[src/design/bps_pkg.sv]
// shared types and codes for the bus poll scheduler
package bps_pkg;

  // fixed field widths
  localparam int SLAVE_W = 8;
  localparam int WORD_W  = 16;
  localparam int POS_W   = 6;
  localparam int MASK_W  = 51;
  localparam int CFG_W   = 8;

  // item actions
  typedef enum logic {
    ACT_PUSH = 1'b0,
    ACT_NEXT = 1'b1
  } action_t;

  // result kinds
  typedef enum logic [1:0] {
    KIND_PUSH_OK = 2'd0,
    KIND_FULL    = 2'd1,
    KIND_ISSUED  = 2'd2
  } kind_t;

  // configuration register indexes
  typedef enum logic {
    REG_HIGHEST_SLAVE = 1'b0,
    REG_READ_DIR      = 1'b1
  } reg_index_t;

  // slot limits
  localparam logic [1:0] MSG_FIRST  = 2'd1;
  localparam logic [1:0] MSG_LAST   = 2'd3;
  localparam logic [2:0] INFO_FIRST = 3'd1;
  localparam logic [2:0] INFO_LAST  = 3'd4;
  localparam logic [7:0] POLL_COUNT = 8'd2;

  typedef struct packed {
    action_t             action;
    logic [SLAVE_W-1:0]  cmd_slave;
    logic [7:0]          cmd_direction;
    logic [7:0]          cmd_count;
    logic [7:0]          cmd_start;
    logic [WORD_W-1:0]   cmd_word0;
    logic [WORD_W-1:0]   cmd_word1;
    logic [MASK_W-1:0]   detected_mask;
  } in_item_t;

  typedef struct packed {
    kind_t               kind;
    logic [SLAVE_W-1:0]  out_slave;
    logic [7:0]          out_direction;
    logic [7:0]          out_count;
    logic [7:0]          out_start;
    logic [WORD_W-1:0]   out_word0;
    logic [WORD_W-1:0]   out_word1;
    logic                from_mailbox;
  } out_item_t;

  // one mailbox entry
  typedef struct packed {
    logic [SLAVE_W-1:0]  slave;
    logic [7:0]          direction;
    logic [7:0]          count;
    logic [7:0]          start;
    logic [WORD_W-1:0]   word0;
    logic [WORD_W-1:0]   word1;
  } mb_entry_t;

  // poll position with its slot counters
  typedef struct packed {
    logic [POS_W-1:0] pos;
    logic [1:0]       msg;
    logic [2:0]       info;
  } poll_state_t;

endpackage

[src/design/bps_advance.sv]
// position step unit: one poll position step with slot wrap
module bps_advance
  import bps_pkg::*;
(
  input  poll_state_t      cur,
  input  logic [POS_W-1:0] eff_highest,
  output poll_state_t      nxt
);

  logic [POS_W:0] pos_inc;
  logic           wrap;

  // increment and compare against the highest polled slave
  assign pos_inc = {1'b0, cur.pos} + 1'b1;
  assign wrap    = pos_inc > {1'b0, eff_highest};

  // wrap steps message slot, its wrap steps info slot
  always_comb begin
    nxt = cur;
    if (wrap) begin
      nxt.pos = '0;
      if (cur.msg >= MSG_LAST) begin
        nxt.msg = MSG_FIRST;
        nxt.info = (cur.info >= INFO_LAST) ? INFO_FIRST : cur.info + 1'b1;
      end else begin
        nxt.msg = cur.msg + 1'b1;
      end
    end else begin
      nxt.pos = pos_inc[POS_W-1:0];
    end
  end

endmodule

[config.mk]
export PLATFORM = sky130hd
export DESIGN_NAME = bps_advance
export DESIGN_NICKNAME = d
export VERILOG_FILES = /design/src/design/bps_pkg.sv /design/src/design/bps_advance.sv
export SDC_FILE = /design/constraint.sdc
export NUM_CORES = 1
export LEC_CHECK = 0
export BUFFER_PORTS_ARGS = -buffer_cell sky130_fd_sc_hd__buf_2
export CORE_AREA = 4 4 41 43
export DETAILED_ROUTE_END_ITERATION = 6
export DIE_AREA = 0 0 45 47
export PLACE_DENSITY = 0.7
export REMOVE_ABC_BUFFERS = 1
export SETUP_SLACK_MARGIN = 0.15
export SLEW_MARGIN = 20
export SYNTH_ARGS = -nofsm -noshare
export SYNTH_HDL_FRONTEND = slang
export SYNTH_SLANG_ARGS = --single-unit
[constraint.sdc]
create_clock -name vclk -period 2.47
set_input_delay 0.494 -clock vclk [all_inputs]
set_output_delay 0.494 -clock vclk [all_outputs]
set_load 0.01 [all_outputs]
==> impl_summary.md, run 1 <==
Timing
The peak clock frequency supported by timing is 362 MHz. The number of endpoints with negative hold slack in the final report was 0. The max-slew violation count is 0. For the pin with the worst max-slew slack, the measured transition is 0.211 ns. The worst max-slew margin expressed relative to the limit is 0.858. Setup repair after global routing could not meet its margin everywhere. The final number of setup-violating endpoints is 11. Hold is met by 1.33 ns. Dividing the final minimum period by the clock period gives 1.12.

The worst path in the final design needs a cycle of 2.76 ns, including I/O delays and setup. Setup slack on the critical path of the routed design comes to -0.292 ns.

Die
Pin placement for this block handled 28 I/O pins. After floorplanning, the core was divided into 13 placement rows. For this configuration, the core starts out at a cell density of 0.342. The floorplan die area is 2120 µm². The core footprint is 1300 µm². The width of the die is 45 µm. In this run the vertical extent of the chip is 47 µm.

Synthesis
Of the post-synthesis cell area, the part taken by muxes is 0.0787. The main combinational cell family by area after synthesis is adder cells. Of the total synthesized cell area, the portion taken by AND, OR, NAND and NOR gates is 0.289. Counting distinct cell types in the post-synthesis netlist gives 21.

Each instance of the synthesized netlist takes up on average 7.81 µm². The post-synthesis cell type with the largest combined area is sky130_fd_sc_hd__ha_1. The post-synthesis sequential area ratio is 0.

Of the total synthesized cell area, the portion taken by full adders, half adders and majority gates is 0.309. The count of synthesis-stage warnings from yosys is 0. Summing every instance area after synthesis gives 445 µm². The share of the synthesized netlist area taken by xor and xnor gates is 0.0787. The most used standard cell by instance count after synthesis is sky130_fd_sc_hd__ha_1. The cell count after synthesis is 57.

Counting instances in the post-synthesis netlist gives the leading cell types as sky130_fd_sc_hd__ha_1, sky130_fd_sc_hd__inv_1, sky130_fd_sc_hd__nand3_1. Ranked by total cell area, the synthesized netlist is headed by sky130_fd_sc_hd__ha_1, sky130_fd_sc_hd__a21oi_2, sky130_fd_sc_hd__nor2b_2. Of the post-synthesis cell area, the dominant cell type holds 0.309. The compound-gate portion of the synthesized area is 0.143.

GRT
The pin count of the biggest net entering global routing is 9. Global routing finished with a remaining overflow of 0. The number of global-route vias before repair was 589.

The first global-routing pass estimated 2270 µm of wire. The initial antenna violation count is 0. The aggregate global-route resource usage is 0.141.

Finish
Sequential cells placed in the final layout were counted as 0. The repair_antennas step left the layout with diodes totalling 0. Counting the clock-network buffers in the layout gives 0. Summing all flip-flop and latch instances after layout gives 0 µm². After the flow finishes, the layout carries non-filler instances totaling 112. The count of fill cells added during filler insertion is 109. The final design instance area without fill is 875 µm². The final-stage net count is 127. The area added between synthesis and finish is 96.3%. The share of cells above drive strength 1 is 0.680.

Place
Detailed placement finished with a half-perimeter wire length of 1030 µm. Input and output buffers added on the ports amount to 28. The last weighted congestion value of the routability-driven placer is 0.777. In this run the cell area measured after placement is 668 µm². In this run, placement finished with an instance count of 109.

The pre-CTS setup slack is -0.456 ns.

Hold path
The path category of the worst min-delay check is primary input to output port.

Setup path
The top fanout value on the critical path is 3. The category of the worst setup path capture point is an output port. Traced cell by cell, the critical path runs through buf_8 -> ha_4 -> nand3_4 -> xnor2_4 -> ha_4 -> a21o_1 -> a21oi_2 -> a21oi_2 -> o21ai_2 -> buf_4 -> mux2i_1 -> buf_2. Data on the critical path is required at its endpoint by 1.98 ns. Data on the critical path arrives at its endpoint at 2.27 ns. STA classifies the critical path startpoint as a primary input.

The worst setup path is of the primary input to output port kind. The critical path contains buffers and inverters numbering 3 combined. The cell family contributing the most delay on the critical path is compound AO/OA/AOI/OAI gates.

The largest incremental delay on the critical path is 0.23 ns. For this design, the slowest cell found on the critical path is sky130_fd_sc_hd__ha_4.

Flow run
The number of max-cap violations is 0.

Drt
The first detailed-routing pass ran for 3 iterations. After the first detailed-routing iteration, the DRC count stood at 4. After detailed routing, the average wire length per cell comes to 13.9 µm. The count of nets left with antenna violations once routing finished came out at 0. The DRC violation count after routing is 0. The via count normalized by instance count is 4.83. The total via count in the routed design is 541.

Wires add up to 1550 µm.

Power
Across the VDD grid, the largest voltage drop is 101 µV. The design draws 0.000198 W. In this run the power density over the cells is 226 nW/µm². For this design the static power due to leakage is 0.463 nW.

Clock network
The number of buffers inserted by hold repair at cts is 0.

Run status
The flow ran to the end, but the final reports show violations. The checks that failed: negative setup slack.
-- area by class of cell --
| type | instances | area, µm² | area share |
|---|---|---|---|
| multi-input combinational | 47 | 536 | 0.612 |
| inverter | 9 | 33.8 | 0.0386 |
| tap | 15 | 18.8 | 0.0215 |
| timing repair buffer | 41 | 287 | 0.328 |
-- stage by stage --
stage	util	setup TNS [ns]
floorplan	-	-1.35
global placement	0.513	-4.23
detailed placement	0.513	-4.55
CTS	0.598	-2.80
global route	0.672	-3.58
finish	0.672	-2.48
-- power by group --
group	leakage, nW	internal (W)	switching, W
combinational	0.463	0.000105	0.0000930
clock	0	0	0
sequential	0	0	0
total	0.463	0.000105	0.0000930
-- cells in the final DEF (no fill, tap or decap), drive strengths merged --
cell type	instances
buf	41
ha	11
inv	9
a21oi	5
nor2b	5
nand3	5
nor2	4
xnor2	3
and3	2
a21o	2
nor3	2
mux2i	2
xor2	1
nand3b	1
or2	1
o21ai	1
mux2	1
nand2b	1
-- cell families (layout without fill, tap and decap cells) --
family	Yosys count	count (layout)
multiplexers	3	3
AND/OR/NAND/NOR	21	21
buffers and inverters	10	50
XOR/XNOR	4	4
AO/OA/AOI/OAI	8	8
adder cells (fa/ha/maj)	11	11
-- worst min-delay path: stages --
cell	delay, ns
sky130_fd_sc_hd__buf_2	0.11
sky130_fd_sc_hd__mux2_4	0.15
sky130_fd_sc_hd__buf_6	0.09
-- final timing paths --
kind,startpoint,end,slack [ns],depth (start not counted)
max,cur[5],nxt[0],-0.29,12
min,cur[2],nxt[2],1.33,3
-- layer usage --
metal,track usage,share of wire
met5,0,0
met4,0.0468,0.030
met3,0.0268,0.055
met2,0.280,0.54
met1,0.146,0.37
-- repair_timing --
action                     4_1_cts  5_1_grt
buffers inserted                 2        1
pin swaps                       14       11
resized for setup               18       11
setup endpoints to repair       11       11
(Power assumes the default switching activity.)
==> run 2, diff against run 1 <==
Settings changed: CELL_PAD_IN_SITES_DETAIL_PLACEMENT from default to 0, CELL_PAD_IN_SITES_GLOBAL_PLACEMENT from default to 1, CORE_AREA 4 4 41 43 to default, CORE_MARGIN from default to 4, CORE_UTILIZATION from default to 28, DIE_AREA 0 0 45 47 to default, PLACE_DENSITY 0.7 to 0.83.
==> run 2 against run 1 <==
The flow still finishes with violations (negative setup slack); worst setup slack lost 0.034 ns; maximum frequency shrank 1.2%; die area grew 8.4%; combinational power shrank 6%; non-clock buffer count shrank 4; cell area shrank 9.0%; sequential share of layout area is the same.
==> impl_summary.md, run 2 (same netlist as run 1, synthesis figures left out) <==
Setup path
The critical setup path kind is primary input to output port. In this design, the largest share of critical-path delay is due to compound AO/OA/AOI/OAI gates. At the worst endpoint, the required time is 1.98 ns. The cell repeated most along the worst path is sky130_fd_sc_hd__nand3_2. The category of the worst setup path capture point is an output port. The element type at the critical path start is a primary input. The cell at the slowest stage of the critical path is sky130_fd_sc_hd__ha_1.

The largest incremental delay on the critical path is 0.30 ns. At the worst endpoint, the arrival time is 2.30 ns. The top fanout value on the critical path is 3. Walking the worst path, the cells encountered are buf_8 -> ha_4 -> nand3_2 -> xnor2_2 -> ha_1 -> buf_4 -> nand3_2 -> a21o_1 -> a21oi_4 -> o21ai_2 -> mux2_4 -> buf_6. The count of cell instances traversed by the critical path is 12. The critical path contains buffers and inverters numbering 3 combined.

Finish
The number of clock buffers in the layout is 0. The count of sequential standard cells is 0. The top cell types in the final layout, fill and taps aside, are sky130_fd_sc_hd__buf_2, sky130_fd_sc_hd__ha_1, sky130_fd_sc_hd__inv_1, sky130_fd_sc_hd__buf_4, sky130_fd_sc_hd__buf_6. The sequential cells in the finished layout cover a total of 0 µm². The footprint of the multi-input gates is 478 µm².

For this run, the number of standard cells in the final layout without fillers is 109. The final design instance area without fill is 796 µm². The number of antenna diodes in the final layout is 0. The library cell used most frequently in the layout, excluding fill and tap cells, is sky130_fd_sc_hd__buf_2. The area added between synthesis and finish is 78.7%. The layout has 151 filler cells. In the final layout, the share of cells above drive strength 1 is 0.634. The final-stage net count is 123.

Place
The congestion estimate from routability-driven global placement came to 0.693. The number of placed instances, taps included, is 107. The total cell area at the placement stage is 647 µm². The pre-CTS setup slack is -0.507 ns. During placement, the flow inserted port buffers numbering 28.

The placed wire-length estimate after detailed placement is 988 µm.

Timing
After layout, the minimum clock period comes to 2.80 ns. Measured against its own limit, the worst slew margin works out to 0.828. The max-slew violation count is 0. Setup violations remaining at the end of the flow were counted as 11.

The period utilization is 1.13. Setup slack on the critical path of the routed design comes to -0.326 ns. The number of endpoints with negative hold slack in the final report was 0.

The peak clock frequency supported by timing is 358 MHz. For the pin with the worst max-slew slack, the measured transition is 0.256 ns. The sum of negative setup slack is -2.99 ns. Setup repair after global routing could not meet its margin everywhere.

Die
The core region is 1510 µm². The die boundary height is 47.9 µm. The width of the die is 47.9 µm. The die covers 2290 µm².

During I/O placement, the number of pins put on the boundary was 28. The initial utilization of the core area, before any placement, comes to 0.296. The number of placement rows is 14.

Hold path
Counting instances, the worst hold path has a depth of 3. The path category of the worst min-delay check is primary input to output port.

Drt
Before antenna repair, the detailed router went through 3 iterations. The DRC violation count after routing is 0. The wire length per cell is 11.6 µm. For this block, the routed nets add up to 1260 µm of wire. After detailed routing, the number of vias per cell comes to 4.52. The total via count in the routed design is 493.

The count of nets left with antenna violations once routing finished came out at 0. The starting DRC count in detailed routing is 4.

GRT
The pin count of the biggest net entering global routing is 9. The initial antenna violation count is 0. met2 is the most crowded layer. The global-route wire length before repair is 2060 µm. For this run the aggregate overflow at the end of global routing stands at 0. The fraction of met3 tracks used by global routing is 0.0113. The aggregate global-route resource usage is 0.121.

The global-route met2 utilization is 0.232. The met1 demand-to-capacity share in global routing is 0.142. The number of global-route vias before repair was 497.

Run status
The checks that failed: negative setup slack. The flow ran to the end, but the final reports show violations.

Power
The total power of the final layout is 0.000187 W. For this design the ratio of total power to cell area is 235 nW/µm². The analysis attributes to cell leakage a power of 0.436 nW. The worst IR drop on VDD is 113 µV.

Flow run
Max-cap violations in this run came to 0.
==> run 2: changes by cell type in the layout (fill, tap and decap cells not counted), sizes merged <==
cell  before  now
buf       41   37
==> run 2: final timing paths <==
kind                from  slack, ns  endpoint
setup / recovery  cur[6]      -0.33    nxt[2]
hold / removal    cur[2]       1.33    nxt[2]
==> run 2: tightest hold or removal path, cell delays in order <==
cell	delay, ns
sky130_fd_sc_hd__buf_2	0.11
sky130_fd_sc_hd__mux2_4	0.14
sky130_fd_sc_hd__buf_6	0.09
==> run 2: area by class of cell <==
class                      count  area share
inverter                       9      0.0425
multi-input combinational     47       0.601
tap                           16      0.0252
timing repair buffer          37       0.332
==> run 2: layer usage <==
metal  wire length (µm)  vias to the layer above
li1                   -                      263
met1                469                      216
met2                712                       12
met3                 58                        2
met4                 19                        0
met5                  0                        -
==> run 2: where the power goes <==
part / switching (W) / leakage, nW / total (W) / internal [W]
clock: 0 / 0 / 0 / 0
sequential: 0 / 0 / 0 / 0
combinational: 0.0000881 / 0.436 / 0.000187 / 0.0000986
total: 0.0000881 / 0.436 / 0.000187 / 0.0000986
==> run 2: stage by stage <==
step | hold slack (ns) | utilization
5_1_grt | 1.35 | 0.528
6_report | 1.33 | 0.528
4_1_cts | 1.33 | 0.519
3_5_place_dp | 1.35 | 0.429
3_3_place_gp | 1.34 | 0.429
2_1_floorplan | 1.04 | -
==> run 2: what timing repair did <==
action,in CTS,in global routing
setup endpoints to repair,11,11
pin swaps,13,5
resized for setup,23,3
setup buffers,2,0
hold buffers,0,0
==> run 3, diff against run 2 <==
Settings changed: CORE_UTILIZATION 28 to 33, PLACE_DENSITY 0.83 to 0.92.
Clock period 2.47 ns to 3.6 ns, I/O delays scaled along.
==> run 3 against run 2 <==
The flow now finishes without violations; total power down 45%; sequential cell count did not move; cell area down 20%; combinational power shrank 45%; largest power group unchanged; first-iteration DRC count grew 75%; via count down 3.7%; critical path type unchanged; die area is 13% lower; critical endpoint is now nxt[0].
==> impl_summary.md, run 3 (same netlist as run 1, synthesis figures left out) <==
Timing
The peak clock frequency supported by timing is 301 MHz. The worst path in the final design needs a cycle of 3.32 ns, including I/O delays and setup. Setup total negative slack on the finished layout was measured at 0 ns. The tightest hold margin is 1.74 ns. For the pin with the worst max-slew slack, the measured transition is 0.238 ns. The worst max-slew margin expressed relative to the limit is 0.840. The period utilization is 0.923.

The number of endpoints with negative hold slack in the final report is 0. Setup violations remaining at the end of the flow were counted as 0. The max-slew violation count is 0. Setup repair after global routing left no endpoint under its margin.

Die
The floorplan die area is 2000 µm². The die boundary height is 44.7 µm. In this run the core area contains 12 standard-cell rows. The core footprint is 1190 µm².

The number of top-level pins is 28. The initial utilization of the core area, before any placement, comes to 0.376. The floorplan step set the die width to 44.7 µm.

GRT
Entering global routing, the biggest net connects 9 pins. Global routing finished with a remaining overflow of 0. The initial antenna violation count is 0. The number of global-route vias before repair was 438.

Across every metal layer, demand over resource in global routing totals 0.107. The global-route wire length before repair is 1750 µm.

Drt
The wire length per cell is 11.2 µm. The DRC violation count after routing is 0. The detail route stage leaves a number of antenna-violating nets equal to 0.

The starting DRC count in detailed routing is 7. The first detailed-routing pass took 4 iterations. In the routed layout, each cell is associated on average with a via count of 4.80. The total routed wirelength is 1110 µm. The highest signal layer in the routed design is met3. Wire segments on met2 add up to 575 µm in the final route. The routed design uses 64 µm of met3 wire. The routed layout has 475 vias. In the final routing, the length of wire on met1 measures 469 µm.

Finish
The count of sequential standard cells is 0. After filler insertion, the fill cell instance count of the layout stands at 115. In the final layout, the share of cells above drive strength 1 is 0.541. In the layout the commonest cells are sky130_fd_sc_hd__buf_2, sky130_fd_sc_hd__ha_1, sky130_fd_sc_hd__inv_1.

After the last flow step, the layout net total stands at 115. The sequential standard cell area is 0 µm². Leaving out fill and tap cells, the most frequent cell in the layout is sky130_fd_sc_hd__buf_2. The number of clock buffers in the layout is 0. Relative to the synthesized area, the layout overhead comes to 43.5%. The number of antenna diodes in the final layout is 0.

Run status
The run finished with clean final reports.

Power
The power density of the placed cells is 160 nW/µm². IR analysis of the VDD net gives a maximum drop of 61.4 µV. The static leakage power is 0.369 nW.

Hold path
The worst hold path terminates at nxt[5]. The worst hold path passes through 3 cells. The path category of the worst min-delay check is primary input to output port. In this run the most critical hold path is launched from cur[5].

Setup path
The worst setup path is launched from a primary input. The worst setup path is captured at an output port. Data on the critical path is required at its endpoint by 2.88 ns.

Along the worst path, the maximum fanout reaches 4. The critical path is of the primary input to output port type. At the worst endpoint, the arrival time is 2.60 ns.

Place
The last weighted congestion value of the routability-driven placer is 0.805. The number of input and output port buffers inserted is 28. The HPWL after detailed placement is 923 µm.

Clock network
The number of buffers inserted by hold repair at cts is 0.

Flow run
The tool flagged a number of max-cap violations equal to 0.
-- run 3: timing repair --
item / CTS / global route
pin swaps: 1 / 5
endpoints found under the setup margin: 4 / 11
hold endpoints to repair: 0 / 0
setup buffers: 1 / 0
resized for setup: 1 / 8
-- run 3: worst max-delay path by stage --
stage | endpoint | startpoint | depth (start not counted) | slack, ns
after floorplan | nxt[3] | cur[5] | 9 | 0.53
after global placement | nxt[2] | cur[5] | 11 | 0.15
after detailed placement | nxt[4] | cur[5] | 11 | 0.12
after CTS | nxt[0] | cur[5] | 12 | 0.15
after global routing | nxt[1] | cur[6] | 12 | 0.14
final | nxt[0] | cur[6] | 12 | 0.28
-- run 3: stage by stage --
stage               instances  total power [W]  cell area (µm²)  worst slack [ns]  utilization
finish                     99         0.000102              639             0.276        0.539
global placement           98        0.0000930              592             0.148        0.499
global route               99         0.000115              639             0.140        0.539
floorplan                  56        0.0000594              434             0.532            -
detailed placement         98        0.0000942              592             0.117        0.499
CTS                        99        0.0000978              602             0.151        0.507
-- run 3: critical path, stage by stage --
cell                      delay, ns
sky130_fd_sc_hd__buf_2         0.13
sky130_fd_sc_hd__ha_4          0.16
sky130_fd_sc_hd__nand3_2       0.10
sky130_fd_sc_hd__xnor2_2       0.15
sky130_fd_sc_hd__ha_1          0.33
sky130_fd_sc_hd__a21o_1        0.18
sky130_fd_sc_hd__a21oi_2       0.13
sky130_fd_sc_hd__a21oi_2       0.09
sky130_fd_sc_hd__o21ai_2       0.16
sky130_fd_sc_hd__buf_4         0.15
sky130_fd_sc_hd__mux2i_1       0.17
sky130_fd_sc_hd__buf_2         0.15
-- run 3: cell type report --
type | instances | area (µm²) | share of cell area
Inverter | 9 | 33.8 | 0.0528
Multi-Input combinational cell | 47 | 438 | 0.685
Timing Repair Buffer | 29 | 150 | 0.235
Tap cell | 14 | 17.5 | 0.0274
-- run 3: power breakdown --
part	leakage, nW	switching (W)	total, W	internal, W
Combinational	0.369	0.0000529	0.000102	0.0000493
Clock	0	0	0	0
Sequential	0	0	0	0
-- run 3: per-layer routing --
layer / vias to the layer above / track usage
met3: 0 / 0.00398
met1: 215 / 0.158
met5: - / 0
li1: 248 / -
met4: 0 / 0
met2: 12 / 0.181
